<file path="config.mk">
export PLATFORM = sky130hd
export DESIGN_NAME = lggg_fifo
export DESIGN_NICKNAME = d
export VERILOG_FILES = /design/src/lggg_pkg.sv /design/src/lggg_fifo.sv
export SDC_FILE = /design/constraint.sdc
export NUM_CORES = 1
export LEC_CHECK = 0
export BUFFER_PORTS_ARGS = -buffer_cell sky130_fd_sc_hd__buf_2
export CORE_MARGIN = 4
export CORE_UTILIZATION = 50
export CTS_CLUSTER_SIZE = 16
export DETAILED_ROUTE_END_ITERATION = 12
export GPL_ROUTABILITY_DRIVEN = 0
export PLACE_DENSITY_LB_ADDON = 0.08
export SLEW_MARGIN = 10
export SYNTH_ARGS = -nofsm -noshare
export SYNTH_HDL_FRONTEND = slang
export SYNTH_SLANG_ARGS = --single-unit
export TNS_END_PERCENT = 20
</file>
<file path="constraint.sdc">
create_clock -name clk -period 2.15 [get_ports clk]
set_clock_uncertainty 0.1 [all_clocks]
set_input_delay 0.1075 -clock clk [delete_from_list [all_inputs] [get_ports clk]]
set_output_delay 0.1075 -clock clk [all_outputs]
set_load 0.1 [all_outputs]
</file>
<file path="src/lggg_pkg.sv">
`default_nettype none

package lggg_pkg;

    // default fraction width of the internal Q2.F values
    localparam int FRAC_BITS_DEF = 16;

    // configuration port
    localparam int CFG_IDX_W  = 3;
    localparam int CFG_DATA_W = 48;

    // words held between the front and back halves
    localparam int QUEUE_DEPTH_DEF = 4;

    // saturate to the Q2.F range [-4, 4)
    function automatic longint sat(longint v, int f);
        longint hi;
        longint lo;
        hi = (longint'(4) << f) - 1;
        lo = -(longint'(4) << f);
        if (v > hi)
            return hi;
        if (v < lo)
            return lo;
        return v;
    endfunction

    // Q2.F product, truncated toward zero, then saturated
    function automatic longint qmul(longint a, longint b, int f);
        longint p;
        longint q;
        p = a * b;
        if (p < 0)
            q = -((-p) >>> f);
        else
            q = p >>> f;
        return sat(q, f);
    endfunction

    // Q1.15 color channel to Q2.F
    function automatic longint color_q(logic [15:0] c, int f);
        return (longint'(c) << f) >>> 15;
    endfunction

    // master percent code to factor (100 + m) / 100, truncated toward zero
    function automatic longint master_fac(int code, int f);
        int m;
        m = (code >= 128) ? code - 256 : code;
        return sat((longint'(100 + m) * (longint'(1) << f)) / 100, f);
    endfunction

    // integer square root, elaboration use only
    function automatic logic [63:0] isqrt64(logic [63:0] v);
        logic [63:0] res;
        logic [63:0] bm;
        logic [63:0] r;
        res = '0;
        r   = v;
        bm  = 64'd1 << 62;
        while (bm > r)
            bm = bm >> 2;
        while (bm != 0) begin
            if (r >= res + bm) begin
                r   = r - (res + bm);
                res = (res >> 1) + bm;
            end
            else begin
                res = res >> 1;
            end
            bm = bm >> 2;
        end
        return res;
    endfunction

    // Q30 value of 2^(2^-(j+1)) as built by repeated square roots
    function automatic logic [63:0] sqrt_const(int j);
        logic [63:0] v;
        v = isqrt64(64'd1 << 61);
        for (int k = 0; k < j; k++)
            v = isqrt64(v << 30);
        return v;
    endfunction

endpackage

`default_nettype wire

</file>
<file path="src/lggg_fifo.sv">
`default_nettype none

module lggg_fifo #(
    parameter int WIDTH = 57,
    parameter int DEPTH = lggg_pkg::QUEUE_DEPTH_DEF
) (
    input  logic             clk,
    input  logic             rst_n,
    input  logic             wr_valid,
    output logic             wr_ready,
    input  logic [WIDTH-1:0] wr_data,
    output logic             rd_valid,
    input  logic             rd_ready,
    output logic [WIDTH-1:0] rd_data
);
    import lggg_pkg::*;

    localparam int AW = (DEPTH > 1) ? $clog2(DEPTH) : 1;
    localparam int CW = $clog2(DEPTH + 1);

    logic [WIDTH-1:0] mem_reg [DEPTH];
    logic [AW-1:0]    wr_ptr_reg, wr_ptr_next;
    logic [AW-1:0]    rd_ptr_reg, rd_ptr_next;
    logic [CW-1:0]    count_reg, count_next;
    logic             push, pop;

    assign wr_ready = (count_reg != CW'(DEPTH));
    assign rd_valid = (count_reg != '0);
    assign rd_data  = mem_reg[rd_ptr_reg];
    assign push     = wr_valid && wr_ready;
    assign pop      = rd_valid && rd_ready;

    // pointer wrap and fill count
    always_comb
    begin
        wr_ptr_next = wr_ptr_reg;
        rd_ptr_next = rd_ptr_reg;
        count_next  = count_reg;
        if (push)
            wr_ptr_next = (wr_ptr_reg == AW'(DEPTH - 1)) ? '0 : wr_ptr_reg + 1'b1;
        if (pop)
            rd_ptr_next = (rd_ptr_reg == AW'(DEPTH - 1)) ? '0 : rd_ptr_reg + 1'b1;
        if (push && !pop)
            count_next = count_reg + 1'b1;
        else if (pop && !push)
            count_next = count_reg - 1'b1;
    end

    always_ff @(posedge clk or negedge rst_n)
    begin
        if (!rst_n)
        begin
            wr_ptr_reg <= '0;
            rd_ptr_reg <= '0;
            count_reg  <= '0;
        end
        else
        begin
            wr_ptr_reg <= wr_ptr_next;
            rd_ptr_reg <= rd_ptr_next;
            count_reg  <= count_next;
        end
    end

    // storage
    always_ff @(posedge clk)
    begin
        if (push)
            mem_reg[wr_ptr_reg] <= wr_data;
    end

    a_count_bound: assert property (@(posedge clk) disable iff (!rst_n)
        count_reg <= CW'(DEPTH))
        else $error("queue count above depth");

    a_push_only: assert property (@(posedge clk) disable iff (!rst_n)
        (push && !pop) |=> (count_reg == $past(count_reg) + 1'b1))
        else $error("queue count did not grow on write");

    a_pop_only: assert property (@(posedge clk) disable iff (!rst_n)
        (pop && !push) |=> (count_reg == $past(count_reg) - 1'b1))
        else $error("queue count did not shrink on read");

endmodule

`default_nettype wire

</file>
# Yosys cells after proc, flatten, opt, wreduce, memory -nomap -nowiden

Memories as Yosys holds them, arrays and structs flattened.
Cells that the tools add are included.

RAM bits: 228
Bits in latches: 0
Output and inout port bits: 59
Memories: 1
Input port bits: 61
Logic and storage cells: 25
Register bits after elaboration: 7
Memory bits (read-only): 0

Memories:

| memory  | depth | width | rd ports | clocked after memory_dff | write ports | line            | source |
|---|---|---|---|---|---|---|---|
| mem_reg | 4     | 57    | 1        | 0                        | 1           | lggg_fifo.sv:21 | `logic [WIDTH-1:0] mem_reg [DEPTH];` |

Reduce and logical (&&, ||, !) cells: 8
Mux-type cells: 6
Equal/unequal tests: 3
Divide/modulo/power cells: 0
Bitwise gates (word level): 0
$mul: 0
Order comparisons: 0
Shift operators: 0
Add/subtract/negate cells: 4

Operators with widths:

| kind                  | count |
|---|---|
| $mux W3               | 2 |
| $add A2 B1 Y2 const B | 2 |
| $eq A2 B2 Y1 const B  | 2 |
| $logic_and A1 B1 Y1   | 4 |
| $mux W2               | 2 |
| $add A3 B1 Y3 const B | 1 |
| $ne A3 B3 Y1 const B  | 1 |
| $reduce_bool A3 Y1    | 1 |
| $sub A3 B1 Y3 const B | 1 |
| $logic_not A1 Y1      | 2 |
| $mux W1               | 2 |
| $reduce_bool A2 Y1    | 1 |

# Longest topological paths before layout

Word-level depth: 6
Depth in mapped cells: 8
Gate-level depth less buffers: 8

# Worst setup path before layout

Ideal clock, no wire load.

Path type: register to register
Start point: register count_reg[1]
End point: register count_reg[2]
Data required time: 1,971 ps
Arrival time: 2,375 ps
Path slack: -404 ps
Setup time: 79 ps
Cell stages (with the launch flop): 9
Path buffers: 0
Period minus slack after synthesis: 2,554 ps
Cell sequence: dfrtp_1 > or3_2 > nand2_1 > ha_1 > inv_1 > fa_1 > xor2_1 > nor2_1 > xor2_1

Cells in the longest elaborated chain, start to end: 5
Elaborated cells between the ends (all ways): 13
Classes of those cells: add/sub (2); eq/ne (1); mux (2); reduce/logical (8)

RTL lines:

| element                                              | line            | source |
|---|---|---|
| start, declared                                      | lggg_fifo.sv:24 | `logic [CW-1:0] count_reg, count_next;` |
| start signal, assigned                               | lggg_fifo.sv:61 | `count_reg <= count_next;` |
| $reduce_bool A3 Y1 *                                 | lggg_fifo.sv:28 | `assign rd_valid = (count_reg != '0);` |
| named net rd_valid                                   | lggg_fifo.sv:12 | `output logic rd_valid,` |
| $logic_and A1 B1 Y1 *                                | lggg_fifo.sv:31 | `assign pop = rd_valid && rd_ready;` |
| $logic_not A1 Y1                                     | lggg_fifo.sv:43 | `if (push && !pop)` |
| $logic_and A1 B1 Y1                                  | lggg_fifo.sv:43 |  |
| $mux W3 / $reduce_bool A2 Y1 (equally long branches) | --              |  |

The timed path passes the listed nets; every way through them passes the cells marked *. The select of a mux whose other input is x is not followed.
A chain may end at the register's enable or synchronous reset.

# Worst setup path in the final report

Start point: register rd_ptr_reg[0]
End point: output port rd_data[8]

Cells in the longest elaborated chain, start to end: 1

RTL lines:

| element                | line            | source |
|---|---|---|
| start, declared        | lggg_fifo.sv:23 | `logic [AW-1:0] rd_ptr_reg, rd_ptr_next;` |
| start signal, assigned | lggg_fifo.sv:60 | `rd_ptr_reg <= rd_ptr_next;` |
| $mem_v2 Z4 W57         | --              |  |
| end, declared          | lggg_fifo.sv:14 | `output logic [WIDTH-1:0] rd_data` |

No other way between the ends.

==> flow_summary.json <==
{
  "r2r_slack_ns": 0.02,
  "grtUsageTotal_pct": 16.6,
  "yosys.area_share.adder_pct": 1.10,
  "ys_dominant_reg_cell": "edfxtp_1",
  "status": "finished, violations left",
  "worstPathArrival_ns": 2.01,
  "numCtsBuffers": 24,
  "worst-r2r-cell-count": 6,
  "synth_cell_types": 20,
  "syn_nets": 402,
  "die_h_um": 140,
  "slew_viol_final": 0,
  "via_per_inst": 5.32,
  "core_mm2": 0.0168,
  "antenna_found_initial": 0,
  "die_area_mm2": 0.0195,
  "crit_required_ns": 1.94,
  "ys_warn_count": 0,
  "worstSetupEndpointType": "output pin",
  "path_clk_slew_ns": 0.06,
  "num_antenna_cells": 0,
  "drt-pass1-iter-count": 6,
  "worstPathCellList": "buf_8 -> buf_12 -> mux4_2 -> buf_12",
  "timing.rr.end": "count_reg[1]",
  "yosysMostFrequentCell": "edfxtp_1",
  "start_util_pct": 51.6,
  "drc": 0,
  "drt_first_iter_violations": 123,
  "ys_async_sr_fraction_pct": 2.98,
  "hp-start": "wr_data[30]",
  "synth_simple_gate_area_share_pct": 0.839,
  "max_stage_delay_ns": 0.55,
  "post-route-period-util_pct": 103,
  "multi_input_area_mm2": 0.00157,
  "synth_area_leader_cell": "edfxtp_1",
  "setup_viol": 44,
  "grt_pass1_vias": 4570,
  "synth-xor-area-share_pct": 0.304,
  "cts_root_buf": "clkbuf_16",
  "synth_top_family_by_area": "multiplexers",
  "setup.worst_path.class": "reg -> out",
  "synth_compound_area_share_pct": 0,
  "overflow": 0,
  "portBuffers": 119,
  "clkSinkCount": 235,
  "min_period_ns": 2.22,
  "drv_cap": 0,
  "synth_area_per_cell_um2": 25.9,
  "seq_area_frac_synth_pct": 81.1,
  "synthMuxAreaShare_pct": 15.6,
  "dp_hpwl_um": 8850,
  "cts_tree": "yes",
  "hold_path.class": "in -> reg",
  "layout.nets": 617,
  "nFillCells": 1070,
  "violations": "setup timing",
  "hold_slack_ns": 0.261,
  "wl_per_cell_um": 20.3,
  "die_w_um": 140,
  "io_pins": 120,
  "synth_enable_flop_cells": 228,
  "crit_fanout": 5,
  "tightestPinTransition_ns": 0.535,
  "synth_area_mm2": 0.00865,
  "clock_latency_ns": 0.50,
  "synth_top_area_share_pct": 79.1,
  "clk_path_buf_depth": 3,
  "ant_nets": 0,
  "cp-start-kind": "register",
  "ys_seq_elements": 235,
  "synth_cells": 334,
  "synth_common_cells": "228 x edfxtp_1, 57 x mux4_2, 7 x dfrtp_1, 6 x buf_2, 6 x ha_1",
  "rr_startpoint": "count_reg[1]",
  "rsz0062_at_grt": "yes",
  "synth.area.top_cells": "edfxtp_1 79%, mux4_2 15%, dfrtp_1 2.0%",
  "drive_above_1_share_pct": 43.3,
  "num_rows": 47,
  "syn_to_final_growth_pct": 33.9,
  "crit_path_top_delay_cell": "mux4_2",
  "routed_wl_um": 16000,
  "grt_pass1_wl_um": 25100,
  "clock.fmax_mhz": 451,
  "grt_max_degree": 58,
  "num_vias": 4181,
  "timing.final.ws_setup_ns": -0.0696,
  "h-tree-depth": 1,
  "hold_path_depth": 2,
  "seq_area_mm2": 0.00703,
  "holdPathEnd": "mem_reg[0][30]",
  "largest_register_ffs": 228,
  "crit_top_cell": "buf_12",
  "max_slew_margin_pct": 64.3,
  "hold_viol": 0
}
==> cell type report <==
cell class | count | share of cell area [%]
multi-input combinational | 83 | 13.5
clock inverter | 12 | 0.680
clock buffer | 31 | 5.59
timing repair buffer | 202 | 17.1
tap | 220 | 2.38
sequential | 235 | 60.6
inverter | 3 | 0.0972
==> kinds of logic after synthesis <==
kind of cell,after synthesis
mux,62
simple gates,11
xor+xnor,3
buf+inv,16
flops,235
fa+ha+maj,7
==> layer usage <==
metal	wire length, um	global-route usage [%]	vias to the layer above
li1	-	-	1872
met1	6540	23.0	2177
met2	8190	27.3	109
met3	906	3.22	23
met4	320	4.59	0
met5	0	0	-
==> worst max-delay path by stage <==
stage | endpoint | from | slack (ns) | depth (start not counted)
6_report | rd_data[8] | rd_ptr_reg[0] | -0.07 | 4
5_1_grt | rd_data[8] | rd_ptr_reg[0] | -0.14 | 4
4_1_cts | rd_data[8] | rd_ptr_reg[0] | -0.14 | 4
3_5_place_dp | count_reg[2] | count_reg[2] | 0.02 | 8
3_3_place_gp | count_reg[1] | count_reg[1] | 0.09 | 6
2_1_floorplan | count_reg[1] | count_reg[0] | -0.12 | 6
==> critical path: cells and delay by family (launching register included) <==
kind,cells,cell delay (ns)
muxes,1,0.55
DFF,1,0.49
buffers and inverters,3,0.47
==> through the flow <==
| stage | cell area, um^2 | setup slack, ns | setup TNS [ns] | utilization [%] | std cells |
|---|---|---|---|---|---|
| after global placement | 9620 | 0.0948 | 0 | 57.4 | 674 |
| after floorplan | 8670 | -0.121 | -14.61 | - | 334 |
| final | 11600 | -0.0696 | -1.48 | 69.1 | 786 |
| after CTS | 11400 | -0.144 | -4.39 | 68.2 | 783 |
| after detailed placement | 9620 | 0.0210 | 0 | 57.4 | 674 |
| after global routing | 11600 | -0.141 | -5.75 | 69.1 | 786 |
==> what timing repair did <==
item	4_1_cts	5_1_grt
hold endpoints to repair	240	0
cloned	1	2
endpoints found under the setup margin	53	58
resized for setup	127	23
pin swaps	0	3
buffers inserted	4	1
hold buffers	61	0
==> cell usage in the layout, fill, tap and decap left out <==
cell type / instances
edfxtp_1: 228
buf_2: 62
dlygate4sd3_1: 61
mux4_2: 57
buf_6: 42
clkbuf_16: 27
buf_12: 15
buf_4: 10
buf_8: 9
clkinv_1: 7
clkbuf_1: 6
ha_1: 5
dfrtp_1: 5
and3_2: 4
mux2_2: 3
nor2_1: 3
clkinv_2: 3
inv_1: 2
mux2_4: 2
xor2_1: 2
or3b_4: 1
and2_4: 1
inv_2: 1
or3_4: 1
nand2_4: 1
xnor2_1: 1
fa_1: 1
ha_4: 1
bufinv_16: 1
clkinvlp_4: 1
buf_16: 1
dfrtp_4: 1
dfrtp_2: 1
Power is left out: the tool's default activity adds up to more than one toggle a clock period on the data nets, which glitch-free logic cannot reach.
